### src/sv/lsd_pkg.sv
`timescale 1ns / 1ps
`default_nettype none
package lsd_pkg;

    localparam int WINDOW_BYTES = 4096;
    localparam int AW           = $clog2(WINDOW_BYTES);
    localparam int FW           = AW + 1;
    localparam int QUEUE_DEPTH  = 2;
    localparam int QPW          = $clog2(QUEUE_DEPTH);
    localparam int QCW          = $clog2(QUEUE_DEPTH + 1);

    localparam logic [AW-1:0] START_POS  = AW'(WINDOW_BYTES - 16);
    localparam logic [7:0]    SPACE_BYTE = 8'h20;
    localparam logic [15:0]   MAX_RESET  = 16'hFFFF;
    localparam logic [4:0]    LEN_EXTRA  = 5'd2;

    typedef enum logic [1:0] {
        CMD_NONE,
        CMD_LIT,
        CMD_MATCH
    } t_cmd_kind;

    typedef struct packed {
        t_cmd_kind     kind;
        logic [7:0]    data;
        logic [AW-1:0] src;
        logic [3:0]    len_m3;
        logic          last;
    } t_cmd;

    typedef enum logic [1:0] {
        ST_IDLE,
        ST_LIT,
        ST_READ,
        ST_DATA
    } t_back_state;

endpackage
`default_nettype wire

### src/sv/lsd_front.sv
`timescale 1ns / 1ps
`default_nettype none
module lsd_front (
    input  wire logic          i_clk,
    input  wire logic          i_rst_n,
    input  wire logic          i_valid,
    input  wire logic [7:0]    i_in_byte,
    input  wire logic          i_last_byte,
    input  wire logic          i_q_full,
    input  wire logic          i_hold,
    output logic               o_stall,
    output logic               o_push,
    output lsd_pkg::t_cmd      o_cmd
);
    import lsd_pkg::*;

    logic [7:0] r_flag_bits, n_flag_bits;
    logic [3:0] r_flags_left, n_flags_left;
    logic       r_phase, n_phase;
    logic [7:0] r_offset_low, n_offset_low;
    logic       accept;

    assign o_stall = i_q_full;
    assign accept  = i_valid && !i_q_full;

    always_comb begin
        n_flag_bits  = r_flag_bits;
        n_flags_left = r_flags_left;
        n_phase      = r_phase;
        n_offset_low = r_offset_low;
        o_cmd.kind   = CMD_NONE;
        o_cmd.data   = i_in_byte;
        o_cmd.src    = {i_in_byte[7:4], r_offset_low};
        o_cmd.len_m3 = i_in_byte[3:0];
        o_cmd.last   = i_last_byte;
        // output budget spent: ignore the byte and hold the parser
        if (accept && !i_hold) begin
            if (r_flags_left == 4'd0) begin
                n_flag_bits  = i_in_byte;
                n_flags_left = 4'd8;
                n_phase      = 1'b0;
            end else if (!r_phase) begin
                if (r_flag_bits[0]) begin
                    o_cmd.kind   = CMD_LIT;
                    n_flag_bits  = {1'b0, r_flag_bits[7:1]};
                    n_flags_left = r_flags_left - 4'd1;
                end else begin
                    n_offset_low = i_in_byte;
                    n_phase      = 1'b1;
                end
            end else begin
                o_cmd.kind   = CMD_MATCH;
                n_flag_bits  = {1'b0, r_flag_bits[7:1]};
                n_flags_left = r_flags_left - 4'd1;
                n_phase      = 1'b0;
            end
        end
        // end of stream: drop any partial token
        if (accept && i_last_byte) begin
            n_flag_bits  = 8'd0;
            n_flags_left = 4'd0;
            n_phase      = 1'b0;
            n_offset_low = 8'd0;
        end
    end

    assign o_push = accept && ((o_cmd.kind != CMD_NONE) || i_last_byte);

    always_ff @(posedge i_clk) begin
        if (!i_rst_n) begin
            r_flag_bits  <= 8'd0;
            r_flags_left <= 4'd0;
            r_phase      <= 1'b0;
            r_offset_low <= 8'd0;
        end else begin
            r_flag_bits  <= n_flag_bits;
            r_flags_left <= n_flags_left;
            r_phase      <= n_phase;
            r_offset_low <= n_offset_low;
        end
    end

    a_push_room: assert property (@(posedge i_clk) disable iff (!i_rst_n)
        o_push |-> !i_q_full)
        else $error("front pushed into a full queue");
    a_flags_range: assert property (@(posedge i_clk) disable iff (!i_rst_n)
        r_flags_left <= 4'd8)
        else $error("flag counter out of range");

endmodule
`default_nettype wire

### config.mk
export PLATFORM = sky130hd
export DESIGN_NAME = lsd_front
export DESIGN_NICKNAME = d
export VERILOG_FILES = /design/src/sv/lsd_pkg.sv /design/src/sv/lsd_front.sv
export SDC_FILE = /design/constraint.sdc
export NUM_CORES = 1
export LEC_CHECK = 0
export BUFFER_PORTS_ARGS = -buffer_cell sky130_fd_sc_hd__buf_4
export CAP_MARGIN = 0
export CORE_MARGIN = 5
export CORE_UTILIZATION = 45
export CTS_BUF_LIST = sky130_fd_sc_hd__clkbuf_8 sky130_fd_sc_hd__clkbuf_16
export DETAILED_ROUTE_END_ITERATION = 8
export PLACE_DENSITY = 0.73
export SLEW_MARGIN = 20
export SYNTH_ARGS = -nofsm -noshare
export SYNTH_HDL_FRONTEND = slang
export SYNTH_SLANG_ARGS = --single-unit
export TNS_END_PERCENT = 50
### constraint.sdc
create_clock -name i_clk -period 4.5 [get_ports i_clk]
set_input_delay 1.35 -clock i_clk [delete_from_list [all_inputs] [get_ports i_clk]]
set_output_delay 1.35 -clock i_clk [all_outputs]
set_load 0.01 [all_outputs]
==> metrics.md <==
| Metric | Value |
|---|---|
| Htree depth | 1 |
| # rows | 18 |
| P&R area growth vs syn | 19.5% |
| Cells on Worst Hold Path | 2 |
| Via/cell ratio | between 5 and 6 |
| Layout cells sized above 1 | 0.331 |
| Vias in the first global route | a little under 1k |
| Worst setup path end | o_cmd[25] |
| Part of the cycle the worst path needs | 0.820 |
| First-pass detailed-route iteration total | 4 |
| Total GRT Usage | 0.166 |
| Least-Margin Pin Slew | 0.775 ns |
| Total gr overflow | 0 |
| Post-Syn Nets | about 150 |
| FF+latch area | roughly 420 um^2 |
| Setup Skew | 0.00100 ns |
| Clock transition at path regs | 0.08 ns |
| Worst vdd ir | 0.232 mV |
| MaxCap Viol Count | 0 |
| Cells on worst reg2reg path | 3 |
| Top cells by area, synth | dfxtp_1 35%, buf_4 11%, mux2i_1 5.8% |
| Sequential fraction of the synthesis area | 0.350 |
| First-pass GRT wire length | about 4700 um |
| Post-Layout Cell Count | 187 |
| Initial DRC Count | 34 |
| CTS tree | built |
| Post-route ant nets | 0 |
| Power per cell area | approximately 270 nW/um^2 |
| Commonest non-fill, non-tap cells in the layout | 44 x buf_4, 21 x dfxtp_1, 13 x a21oi_1, 9 x o31ai_1, 8 x nand4_1 |
| Syn Inst Count | 140 |
| CTS Sinks | 21 |
| Die height | just over 60 um |
| Post-Syn Area | 1200 um^2 |
| R2R setup slack | ~2.6 ns |
| Clock Path Buffers | 2 |
| Die Wd | 61.6 um |
| CP Class | in2out |
| Distinct cells, synth | 32 |
| # resized after CTS | 0 |
| Die area | 3800 um^2 |
| Final net count | roughly 170 |
| Cell total after placement | about 180 |
| Setup TNS | 0 ns |
| Via count | 1080 |
| Fin crit period | about 3.7 ns |
| Fillers | 241 |
| DR WL/cell | 15.5 um |
| F_max | 0.271 GHz |
| Leakage dissipation | 0.550 nW |
| HP Class | reg2reg |
| Area taken by multi-input logic gates | 574 um^2 |
| Reg2reg start | r_flags_left[3] |
| Synthesized area per cell | 8.57 um^2 |
| GPL Wtd Cong | 0.730 |
| N_diodes | 0 |
| Clk Latency, worst-skew pair | about 0.26 ns |
| Top cell type's share of synthesized area | 0.350 |
| Cts hold-fix bufs | 0 |
| Startpoint Class | primary input |
| DP Area | 1390 um^2 |
| Fin. max-slew vios | 0 |
| Total core area | about 2500 um^2 |
| Reg2reg end | r_flag_bits[2] |
| IO Count | 43 |
| Setup repair after global routing missed its margin | no |
| Timing startpoint of the critical path | i_q_full |
| Worst Path Max Fanout | 5 |
| Initial Util | 0.476 |
| Drt total wl | 2910 um |
| Area leader, netlist | dfxtp_1 |
| Largest net degree at the start of global routing | 23 |
| Finish-stage setup viols | 0 |
| Yosys reg bits | 21 |
| Root Buffer | clkbuf_8 |
| Initial antenna violation count | 0 |
| CP arrival | 2.34 ns |
| DRC | 0 |
| HPWL Detailed | ~2100 um |
| Ys Warns | 0 |
| Design area | approximately 1400 um^2 |
| CP endpoint kind | primary output |
| Status | completed |
| Most common cell after layout, fill and taps aside | buf_4 |
| Inserted Clock Buffers | 3 |
| Final hold violation count | 0 |
| Worst Path Required | 3.15 ns |
| Max-slew headroom | 0.480 |
| Post-CTS Setup Bufs | 0 |
| Port buffer count | 42 |
metrics by stage:
step	worst slack, ns	util	power (W)	hold WS [ns]
after floorplan	0.655	-	0.000244	0.444
after global placement	0.783	0.549	0.000264	0.454
after CTS	0.794	0.568	0.000390	0.470
after detailed placement	0.805	0.549	0.000266	0.458
after global routing	0.755	0.568	0.000407	0.486
final	0.810	0.568	0.000387	0.468
per-layer routing:
| layer | global-route usage | up-vias | wire [um] |
|---|---|---|---|
| met5 | 0 | - | 0 |
| met4 | 0.0364 | 0 | 18 |
| met3 | 0.0377 | 2 | 169 |
| met2 | 0.266 | 33 | 1410 |
| met1 | 0.228 | 504 | 1310 |
| li1 | - | 541 | - |
report_power, final:
| part | internal [W] | switching [W] |
|---|---|---|
| registers | 0.000190 | 0.00000399 |
| clock network | 0.0000625 | 0.0000641 |
| logic | 0.0000309 | 0.0000360 |
| total | 0.000283 | 0.000104 |
flip-flops by register name, indices dropped and copies added, names as in the netlist:
name and flops:
r_flags_left 4, r_flag_bits 8, r_phase 1, r_offset_low 8
logic make-up (layout without fill, tap and decap cells):
logic type | count (synthesis) | after routing | synth area share
AOI/OAI and AO/OA | 41 | 41 | 0.233
buffers and inverters | 37 | 54 | 0.175
and+or+nand+nor | 34 | 34 | 0.184
DFF | 21 | 21 | 0.350
muxes | 7 | 7 | 0.0584
worst max-delay path: stages:
cell	delay [ns]
buf_4	0.13
or3b_1	0.42
nor4b_1	0.27
buf_4	0.18
area by class of cell:
class                           instances  area share
Tap cell                               30      0.0262
Multi-Input combinational cell         82       0.401
Timing Repair Buffer                   44       0.230
Sequential cell                        21       0.293
Clock inverter                          1     0.00524
Inverter                                6      0.0157
Clock buffer                            3      0.0288
cells in the mapped netlist, drive strengths merged:
library cell / instances
mux2i: 7
o21bai: 6
nor4: 1
nor2: 4
nand2: 3
a31oi: 1
nand4: 8
o32ai: 1
dfxtp: 21
nand3b: 1
a221oi: 6
nor3: 2
o31ai: 9
a2111oi: 1
nor3b: 3
buf: 20
or2: 2
and4: 1
nand3: 3
o21ai: 2
or4: 3
inv: 6
a21oi: 13
nor4b: 1
a22oi: 1
or3b: 1
a211oi: 1
and3: 1
clkbuf: 11
worst min-delay path by stage:
| stage | from | endpoint | slack [ns] |
|---|---|---|---|
| 2_1_floorplan | r_flag_bits[2] | r_flag_bits[2] | 0.44 |
| 3_3_place_gp | r_flag_bits[6] | r_flag_bits[6] | 0.45 |
| 3_5_place_dp | r_flag_bits[6] | r_flag_bits[6] | 0.46 |
| 4_1_cts | r_flag_bits[6] | r_flag_bits[6] | 0.47 |
| 5_1_grt | r_flag_bits[6] | r_flag_bits[6] | 0.49 |
| 6_report | r_flag_bits[6] | r_flag_bits[6] | 0.47 |
No activity file was read; power rests on OpenSTA's default activity.
