[src/sv/lsd_pkg.sv]
`timescale 1ns / 1ps
`default_nettype none
package lsd_pkg;

    localparam int WINDOW_BYTES = 4096;
    localparam int AW           = $clog2(WINDOW_BYTES);
    localparam int FW           = AW + 1;
    localparam int QUEUE_DEPTH  = 2;
    localparam int QPW          = $clog2(QUEUE_DEPTH);
    localparam int QCW          = $clog2(QUEUE_DEPTH + 1);

    localparam logic [AW-1:0] START_POS  = AW'(WINDOW_BYTES - 16);
    localparam logic [7:0]    SPACE_BYTE = 8'h20;
    localparam logic [15:0]   MAX_RESET  = 16'hFFFF;
    localparam logic [4:0]    LEN_EXTRA  = 5'd2;

    typedef enum logic [1:0] {
        CMD_NONE,
        CMD_LIT,
        CMD_MATCH
    } t_cmd_kind;

    typedef struct packed {
        t_cmd_kind     kind;
        logic [7:0]    data;
        logic [AW-1:0] src;
        logic [3:0]    len_m3;
        logic          last;
    } t_cmd;

    typedef enum logic [1:0] {
        ST_IDLE,
        ST_LIT,
        ST_READ,
        ST_DATA
    } t_back_state;

endpackage
`default_nettype wire

[src/sv/lsd_queue.sv]
`timescale 1ns / 1ps
`default_nettype none
module lsd_queue (
    input  wire logic          i_clk,
    input  wire logic          i_rst_n,
    input  wire logic          i_push,
    input  wire lsd_pkg::t_cmd i_cmd,
    input  wire logic          i_pop,
    output lsd_pkg::t_cmd      o_cmd,
    output logic               o_valid,
    output logic               o_full
);
    import lsd_pkg::*;

    t_cmd           r_mem [QUEUE_DEPTH];
    logic [QPW-1:0] r_wr, r_rd;
    logic [QCW-1:0] r_count;

    assign o_valid = (r_count != QCW'(0));
    assign o_full  = (r_count == QCW'(QUEUE_DEPTH));
    assign o_cmd   = r_mem[r_rd];

    always_ff @(posedge i_clk) begin
        if (i_push) begin
            r_mem[r_wr] <= i_cmd;
        end
    end

    always_ff @(posedge i_clk) begin
        if (!i_rst_n) begin
            r_wr    <= '0;
            r_rd    <= '0;
            r_count <= '0;
        end else begin
            if (i_push) begin
                r_wr <= (r_wr == QPW'(QUEUE_DEPTH - 1)) ? '0 : r_wr + QPW'(1);
            end
            if (i_pop) begin
                r_rd <= (r_rd == QPW'(QUEUE_DEPTH - 1)) ? '0 : r_rd + QPW'(1);
            end
            case ({i_push, i_pop})
                2'b10:   r_count <= r_count + QCW'(1);
                2'b01:   r_count <= r_count - QCW'(1);
                default: r_count <= r_count;
            endcase
        end
    end

    a_no_underflow: assert property (@(posedge i_clk) disable iff (!i_rst_n)
        i_pop |-> o_valid)
        else $error("pop from an empty queue");
    a_count_range: assert property (@(posedge i_clk) disable iff (!i_rst_n)
        r_count <= QCW'(QUEUE_DEPTH))
        else $error("queue count out of range");

endmodule
`default_nettype wire

[config.mk]
export PLATFORM = sky130hd
export DESIGN_NAME = lsd_queue
export DESIGN_NICKNAME = d
export VERILOG_FILES = /design/src/sv/lsd_pkg.sv /design/src/sv/lsd_queue.sv
export SDC_FILE = /design/constraint.sdc
export NUM_CORES = 1
export LEC_CHECK = 0
export ABC_AREA = 1
export BUFFER_PORTS_ARGS = -buffer_cell sky130_fd_sc_hd__buf_4
export CORE_ASPECT_RATIO = 1.4
export CORE_MARGIN = 1.5
export CORE_UTILIZATION = 55
export DETAILED_ROUTE_END_ITERATION = 6
export HOLD_SLACK_MARGIN = 0.08
export PLACE_DENSITY = 0.81
export RECOVER_POWER = 25
export SLEW_MARGIN = 20
export SYNTH_ARGS = -nofsm -noshare
export SYNTH_HDL_FRONTEND = slang
export SYNTH_SLANG_ARGS = --single-unit
[constraint.sdc]
create_clock -name i_clk -period 4.85 [get_ports i_clk]
set_input_delay 1.2125 -clock i_clk [delete_from_list [all_inputs] [get_ports i_clk]]
set_output_delay 1.2125 -clock i_clk [all_outputs]
set_load 0.005 [all_outputs]
==> results.md, run 1 <==
* Area leader, netlist: edfxtp_1
* Initial antenna violation count at 0
* Hold path endpoint: r_count[1]
* Initial core utilization at 0.5764
* Crit Path Max Fanout at 27
* Hold slack at slightly above 500 ps
* Cell Count, Final, Fillers Out at around 240
* Layout cells sized above 1 at 0.5313
* Maximum clock frequency at 336.7 MHz
* Critical Path RT at around 3600 ps
* Largest net degree at the start of global routing at 28
* Internal cell power at just under 900 uW
* Worst Setup End Kind: primary output
* Final core utilization at 0.7376
* Die footprint at around 4500 um2
* H-Tree Depth at 3
* Final period demand of the worst path at 2970 ps
* FF-to-FF path depth at 2
* Status: completed
* CTS Buf Count at 9
* Clk pwr share at 0.360
* Worst hold stages at 2
* # rows at 27
* Avg Synthesized Cell Area at approximately 19 um2
* Synthesized area at 2278 um2
* Clock transition at path regs at approximately 60 ps
* Fin crit share at 0.6124
* Remaining DRCs at 0
* Setup TNS at 0 ps
* First DRT Iteration DRCs at 50
* Synthesis-stage register bit count at 59
* Switching pwr at between 200 and 250 uW
* Antenna viol nets, final at 0
* RSZ-0062 raised after global routing: false
* CTS tree: built
* Pwr dens at 386.4 nW/um2
* Flop pwr share at 0.536
* R2r startpoint: r_wr
* Synthesized instance count at between 100 and 150
* Ranking of synthesized cells by area: edfxtp_1 (71%), mux2_4 (13%), dfxtp_1 (4.4%)
* Share of the synthesized area in the top cell type at 0.7117
* Top Ports at 60
* Diode count at 0
* Slew margin rel. at 0.3412
* Arrival time worst endpoint at 1760 ps
* Drt via density at a little over 5
* WS Path Type: reg2out
* IO buf count at 59
* Lkg Pwr at 1.183 nW
* Sw frac at 0.2069
* Reg2reg setup slack at between 3000 and 4000 ps
* Root Buffer: clkbuf_8
* Setup bufs post-CTS at 0
* WL per Instance at roughly 16 um
* Final Skew at ~4.5 ps
* HPWL Detailed at between 2000 and 2500 um
* Worst VDD drop at 0.3204 mV
* Die height at between 70 and 80 um
* DR pass1 iterations at 4
* Vias in the first global route at roughly 1300
* Tightest Hold Check Type: reg2reg
* Fin. Hold Viols at 0
* DR vias at 1211
* Area grow syn2layout at 27.95%
* Grt ovf at 0
* First-pass GRT wire length at roughly 5700 um
* YS warnings at 0
* Worst-Skew Late Latency at ~320 ps
* HP Start: r_count[1]
* Number of cells after detailed placement at roughly 220
* MaxCap Viol Count at 0
* Cts repair resizes at 0
* Core area at 3953 um2
* GP Congestion at 0.6460
* Reg-to-reg endpoint: r_mem[1][23]
* Final WL at between 3000 and 4000 um
* CTS Sinks at 59
* Total GRT Usage at 0.1730
* Die W at approximately 57 um
* Count of cell types in the netlist at 13
* Post-CTS Hold Buffers at 0
* Comb pwr share at 0.104
* Clk buf depth at 2
* Fin nets at about 220
* Startpoint types: register
* Slew Viols, Final at 0
* Synthesized Nets at about 150
* Sequential-to-total area share from yosys stat at 0.7556
* Worst Max-Slew Pin Slew at between 900 and 1000 ps
* Finish-stage setup viols at 0
## how the worst max path moves through the flow
stage | endpoint | cells past startpoint | slack [ps]
after floorplan | r_mem[0][0] | 2 | 2030
after CTS | o_cmd[14] | 2 | 1850
after global placement | o_cmd[15] | 2 | 2250
after global routing | o_cmd[14] | 2 | 1790
final | o_cmd[16] | 2 | 1880
after detailed placement | o_cmd[15] | 2 | 2210
## registers in the layout, indices dropped and copies added (netlist names), named ones only
register and cells:
r_wr 1, r_mem 54, r_count 2, r_rd 1
## logic make-up after synthesis
kind of cell	after synthesis	share of synthesized area
fa+ha+maj	1	0.005491
simple gates	21	0.03570
mux	27	0.1664
flops	59	0.7556
buf+inv	9	0.03240
compound gates	2	0.004389
## power groups by stage
stage / combinational [mW] / clock, mW / sequential [mW]
global route: 0.126 / 0.433 / 0.607
finish: 0.117 / 0.406 / 0.604
floorplan: 0.0680 / 0 / 0.603
CTS: 0.119 / 0.415 / 0.604
detailed placement: 0.118 / 0 / 0.615
global placement: 0.114 / 0 / 0.612
## layout by cell type (no fill, tap or decap), types with 2 or more instances in the layout
| master | count |
|---|---|
| clkinv_1 | 2 |
| inv_1 | 5 |
| clkbuf_4 | 18 |
| buf_4 | 41 |
| mux2_4 | 20 |
| clkbuf_8 | 9 |
| nor2_1 | 10 |
| nand2_1 | 9 |
| clkbuf_1 | 2 |
| dfxtp_1 | 4 |
| clkinv_2 | 3 |
| mux2_2 | 7 |
| edfxtp_1 | 54 |
## stage by stage
stage	setup WS, ps	total power, mW	instance area [um2]
detailed placement	2213	0.7333	2735
CTS	1854	1.138	2919
finish	1880	1.127	2915
floorplan	2030	0.6714	2278
global route	1792	1.166	2915
global placement	2247	0.7257	2735
## cell usage after synthesis (all sizes together)
| cell | instances |
|---|---|
| nand4 | 1 |
| dfxtp | 5 |
| mux2 | 27 |
| edfxtp | 54 |
| nand2 | 9 |
| a21oi | 1 |
| ha | 1 |
| inv | 6 |
| o21ai | 1 |
| nor2 | 11 |
| buf | 3 |
## final cells by class
| cell class | instances | area [um2] |
|---|---|---|
| inverter | 6 | 22.52 |
| timing repair buffer | 60 | 446.7 |
| tap | 43 | 53.80 |
| clock buffer | 10 | 127.6 |
| clock inverter | 6 | 56.30 |
| fill | 243 | 1037 |
| sequential | 59 | 1723 |
| multi-input combinational | 51 | 485.5 |
## critical path: stages (launching register included)
cell and delay, ps:
dfxtp_2 880, mux2_2 420, buf_4 140
## layer usage
layer	vias up	part of all wire	GRT usage
met5	-	0	0
li1	580	-	-
met4	0	0.022	0.09535
met2	45	0.56	0.3102
met1	577	0.35	0.1642
met3	9	0.063	0.06515
No activity file was read; power rests on OpenSTA's default activity.
==> run 2, diff against run 1 <==
--- a/config.mk
+++ b/config.mk
@@ -5,14 +5,14 @@
 export SDC_FILE = /design/constraint.sdc
 export NUM_CORES = 1
 export LEC_CHECK = 0
-export ABC_AREA = 1
+export ABC_AREA = 0
 export BUFFER_PORTS_ARGS = -buffer_cell sky130_fd_sc_hd__buf_4
 export CORE_ASPECT_RATIO = 1.4
 export CORE_MARGIN = 1.5
-export CORE_UTILIZATION = 55
+export CORE_UTILIZATION = 51
 export DETAILED_ROUTE_END_ITERATION = 6
 export HOLD_SLACK_MARGIN = 0.08
-export PLACE_DENSITY = 0.81
+export PLACE_DENSITY = 0.76
 export RECOVER_POWER = 25
 export SLEW_MARGIN = 20
 export SYNTH_ARGS = -nofsm -noshare
==> constraint.sdc (replaced) <==
create_clock -name i_clk -period 2.8 [get_ports i_clk]
set_input_delay 0.7 -clock i_clk [delete_from_list [all_inputs] [get_ports i_clk]]
set_output_delay 0.7 -clock i_clk [all_outputs]
set_load 0.005 [all_outputs]
==> run 2 against run 1 <==
  * The run now ends with DRC left
  * Sequential power rose by 71%
  * Setup slack worse by 1200 ps
  * Final area shrank 2.1%
  * Register-to-register slack worse by 1600 ps
  * Wire length shrank 2.5%
  * Synthesized area shrank 5.2%
  * Critical path depth grew 1
  * Die area rose by 2.1%
  * Sequential cell count stayed put
  * Cell count is 4.3% lower
  * Hold slack lost 7.2 ps
  * Highest routed layer unchanged
==> results.md, run 2 <==
* Final Skew at 2.941 ps (-1.589 ps)
* Layout cells sized above 1 at 0.5769 (+0.04567)
* Initial core utilization at 0.5417 (-0.03470)
* Failing checks: DRC
* Status: complete, but fails checks
* Slew margin rel. at 0.6095 (+0.2683)
* Arrival time worst endpoint at 1410 ps (-350 ps)
* Pwr dens at 671.4 nW/um2 (+74%)
* Tightest Hold Check Type: reg2reg
* Biggest register: r_mem
* Crit path cell chain: buf_4 -> mux2_2 -> buf_4
* Largest stage delay, worst path at 380 ps (-500 ps)
* DR pass1 iterations at 7 (+3)
* Drt via density at 5.227 (+1.4%)
* YS warnings at 0 (unchanged)
* First-pass GRT wire length at 5733 um (+1.5%)
* Crit Path Max Fanout at 18 (-33%)
* Fin nets at 209 (-4.6%)
* HPWL Detailed at 2551 um (+4.4%)
* Worst hold stages at 2 (unchanged)
* Worst-Skew Late Latency at 320 ps (about the same)
* Cts repair resizes at 0 (unchanged)
* Max FFs per register at 54 (unchanged)
* Critical Path RT at 2100 ps (-1540 ps)
* Vias in the first global route at 1229 (-6.5%)
* Setup TNS at 0 ps (unchanged)
* Top sig layer: met4
* Met3 WL at 224 um (-2.6%)
* H-Tree Depth at 3 (unchanged)
* Ranking of synthesized cells by area: edfxtp_1 (75%), mux2_2 (14%), dfxtp_1 (4.6%)
* Worst Max-Slew Pin Slew at 585.1 ps (-397.1 ps)
* Root Buffer: clkbuf_8
* Die W at 58.00 um (+1.0%)
* Largest delay share family, worst path: buffers and inverters
* Total GRT Usage at 0.1745 (+0.001459)
* Reg-to-reg endpoint: r_mem[0][15]
* Fill cells at 266 (+9.5%)
* Lkg Pwr at 1.095 nW (-7.5%)
* Sequential-to-total area share from yosys stat at 0.7972 (+0.04159)
* Most common cell after layout, fill and taps aside: edfxtp_1
* Die footprint at 4639 um2 (+2.1%)
* Area occupied by multi-input gates at 421.7 um2 (-13%)
* Maximum clock frequency at ~470 MHz
* Slew Viols, Final at 0 (unchanged)
* Clock transition at path regs at 60 ps (about the same)
* GP Congestion at 0.7000 (+8.4%)
* HP Start: r_count[1]
* Area grow syn2layout at 32.10%
* Worst VDD drop at 0.3591 mV (+12%)
* Hold path endpoint: r_count[1]
* Reg2reg setup slack at 1460 ps (-1630 ps)
* IO buf count at 59 (unchanged)
* Largest net degree at the start of global routing at 28 (unchanged)
* Finish-stage setup viols at 0 (unchanged)
* Synthesized Nets at 138 (-8.6%)
* Final WL at 3558 um (-2.5%)
* Post-synth EDFFs at 54 (unchanged)
* Worst Setup End Kind: primary output
* Grt ovf at 0 (unchanged)
* MaxCap Viol Count at 0 (unchanged)
* Share of the synthesized area in the top cell type at 0.7509 (+0.03917)
* DR vias at 1176 (-2.9%)
* Clk buf depth at 2 (unchanged)
* Met2 WL at 1939 um (-5.5%)
* Post-CTS Hold Buffers at 0 (unchanged)
* Area leader, netlist: edfxtp_1
* Die height at 80.00 um (+1.1%)
* Synthesized instance count at 106 (-11%)
* Worst Path Buf+Inv at 2 (+1)
* Top Ports at 60 (unchanged)
* Core area at 3986 um2 (+0.85%)
* Count leader, synth: edfxtp_1
* Setup bufs post-CTS at 0 (unchanged)
* # rows at 27 (unchanged)
* Finished Cell Area at 2853 um2 (-2.1%)
* WL per Instance at 15.81 um (+1.8%)
* Count of cell types in the netlist at 17 (+4)
* Crit path top cell by count: buf_4
* CTS Buf Count at 9 (unchanged)
* Seq. cell area at 1722 um2 (about the same)
* Initial antenna violation count at 0 (unchanged)
* Fin crit share at 0.7551
* Final period demand of the worst path at 2114 ps
* Final Total Pwr at 1.915 mW (+70%)
* Crit-path slowest cell: mux2_2
* CTS Sinks at 59 (unchanged)
* Synthesis-stage register bit count at 59 (unchanged)
* Placed cell area at 2686 um2 (-1.8%)
* Remaining DRCs at 5 (+5)
* Antenna viol nets, final at 0 (unchanged)
* RSZ-0062 raised after global routing: false
* CTS tree: built
* WS Path Type: reg2out
* Commonest cells post-synth: edfxtp_1 (54), mux2_2 (27), dfxtp_1 (5)
* Diode count at 0 (unchanged)
* Fraction of registers with async set/reset at 0 (unchanged)
* Main synth FF type: edfxtp_1
* R2r startpoint: r_wr
* Top flop regs: r_mem (54), r_count (2)
* Synthesized area at 2160 um2 (-5.2%)
* Avg Synthesized Cell Area at 20.37 um2 (+6.4%)
* First DRT Iteration DRCs at 49 (-2.0%)
* Met1 WL at 1339 um (+4.2%)
* Startpoint types: register
* Fin. Hold Viols at 0 (unchanged)
* Hold slack at 509.1 ps (-7.198 ps)
* Most frequent cells in the layout: edfxtp_1 (54), buf_4 (43), mux2_2 (27)
* FF-to-FF path depth at 2 (unchanged)
[run 2: area by class of cell]
| type | count | share of cell area |
|---|---|---|
| Timing Repair Buffer | 63 | 0.1675 |
| Clock buffer | 13 | 0.05570 |
| Tap cell | 43 | 0.01886 |
| Sequential cell | 59 | 0.6035 |
| Clock inverter | 3 | 0.005263 |
| Multi-Input combinational cell | 43 | 0.1478 |
| Inverter | 1 | 0.001316 |
[run 2: worst max-delay path by stage]
| stage | depth (start not counted) | slack, ps | startpoint | end |
|---|---|---|---|---|
| 4_1_cts | 3 | 660 | register | o_cmd[4] |
| 6_report | 3 | 690 | register | o_cmd[4] |
| 3_5_place_dp | 4 | 920 | i_push | r_mem[0][9] |
| 3_3_place_gp | 4 | 1010 | i_push | r_mem[0][7] |
| 2_1_floorplan | 2 | 460 | i_push | r_mem[0][0] |
| 5_1_grt | 3 | 620 | register | o_cmd[4] |
[run 2: worst min-delay path, stage by stage, from the launching register on]
cell and delay, ps:
dfxtp_1 330, o21ai_0 70, a21boi_1 60
[run 2: kinds of logic after synthesis]
group	synth area share
buffers and inverters	0.008687
xor gates and xnor gates	0.01217
muxes	0.1408
AOI/OAI and AO/OA	0.009270
DFF	0.7972
and+or+nand+nor	0.02607
adders and majority gates	0.005793
[run 2: through the flow]
step	worst slack [ps]	util	cells
2_1_floorplan	461.1	-	106
3_3_place_gp	1012	0.6739	209
3_5_place_dp	924.5	0.6739	209
4_1_cts	659.1	0.7175	225
5_1_grt	616.0	0.7156	225
6_report	685.6	0.7156	225
[run 2: per-layer routing]
metal	global-route usage	vias up
li1	-	551
met1	0.1886	571
met2	0.2955	46
met3	0.07618	8
met4	0.06977	0
met5	0	-
[run 2: report_power, final]
part           switching (mW)  total (mW)  internal (mW)
sequential             0.0150        1.03           1.02
combinational          0.0888       0.228          0.139
clock                   0.292       0.657          0.365
total                   0.396        1.92           1.52
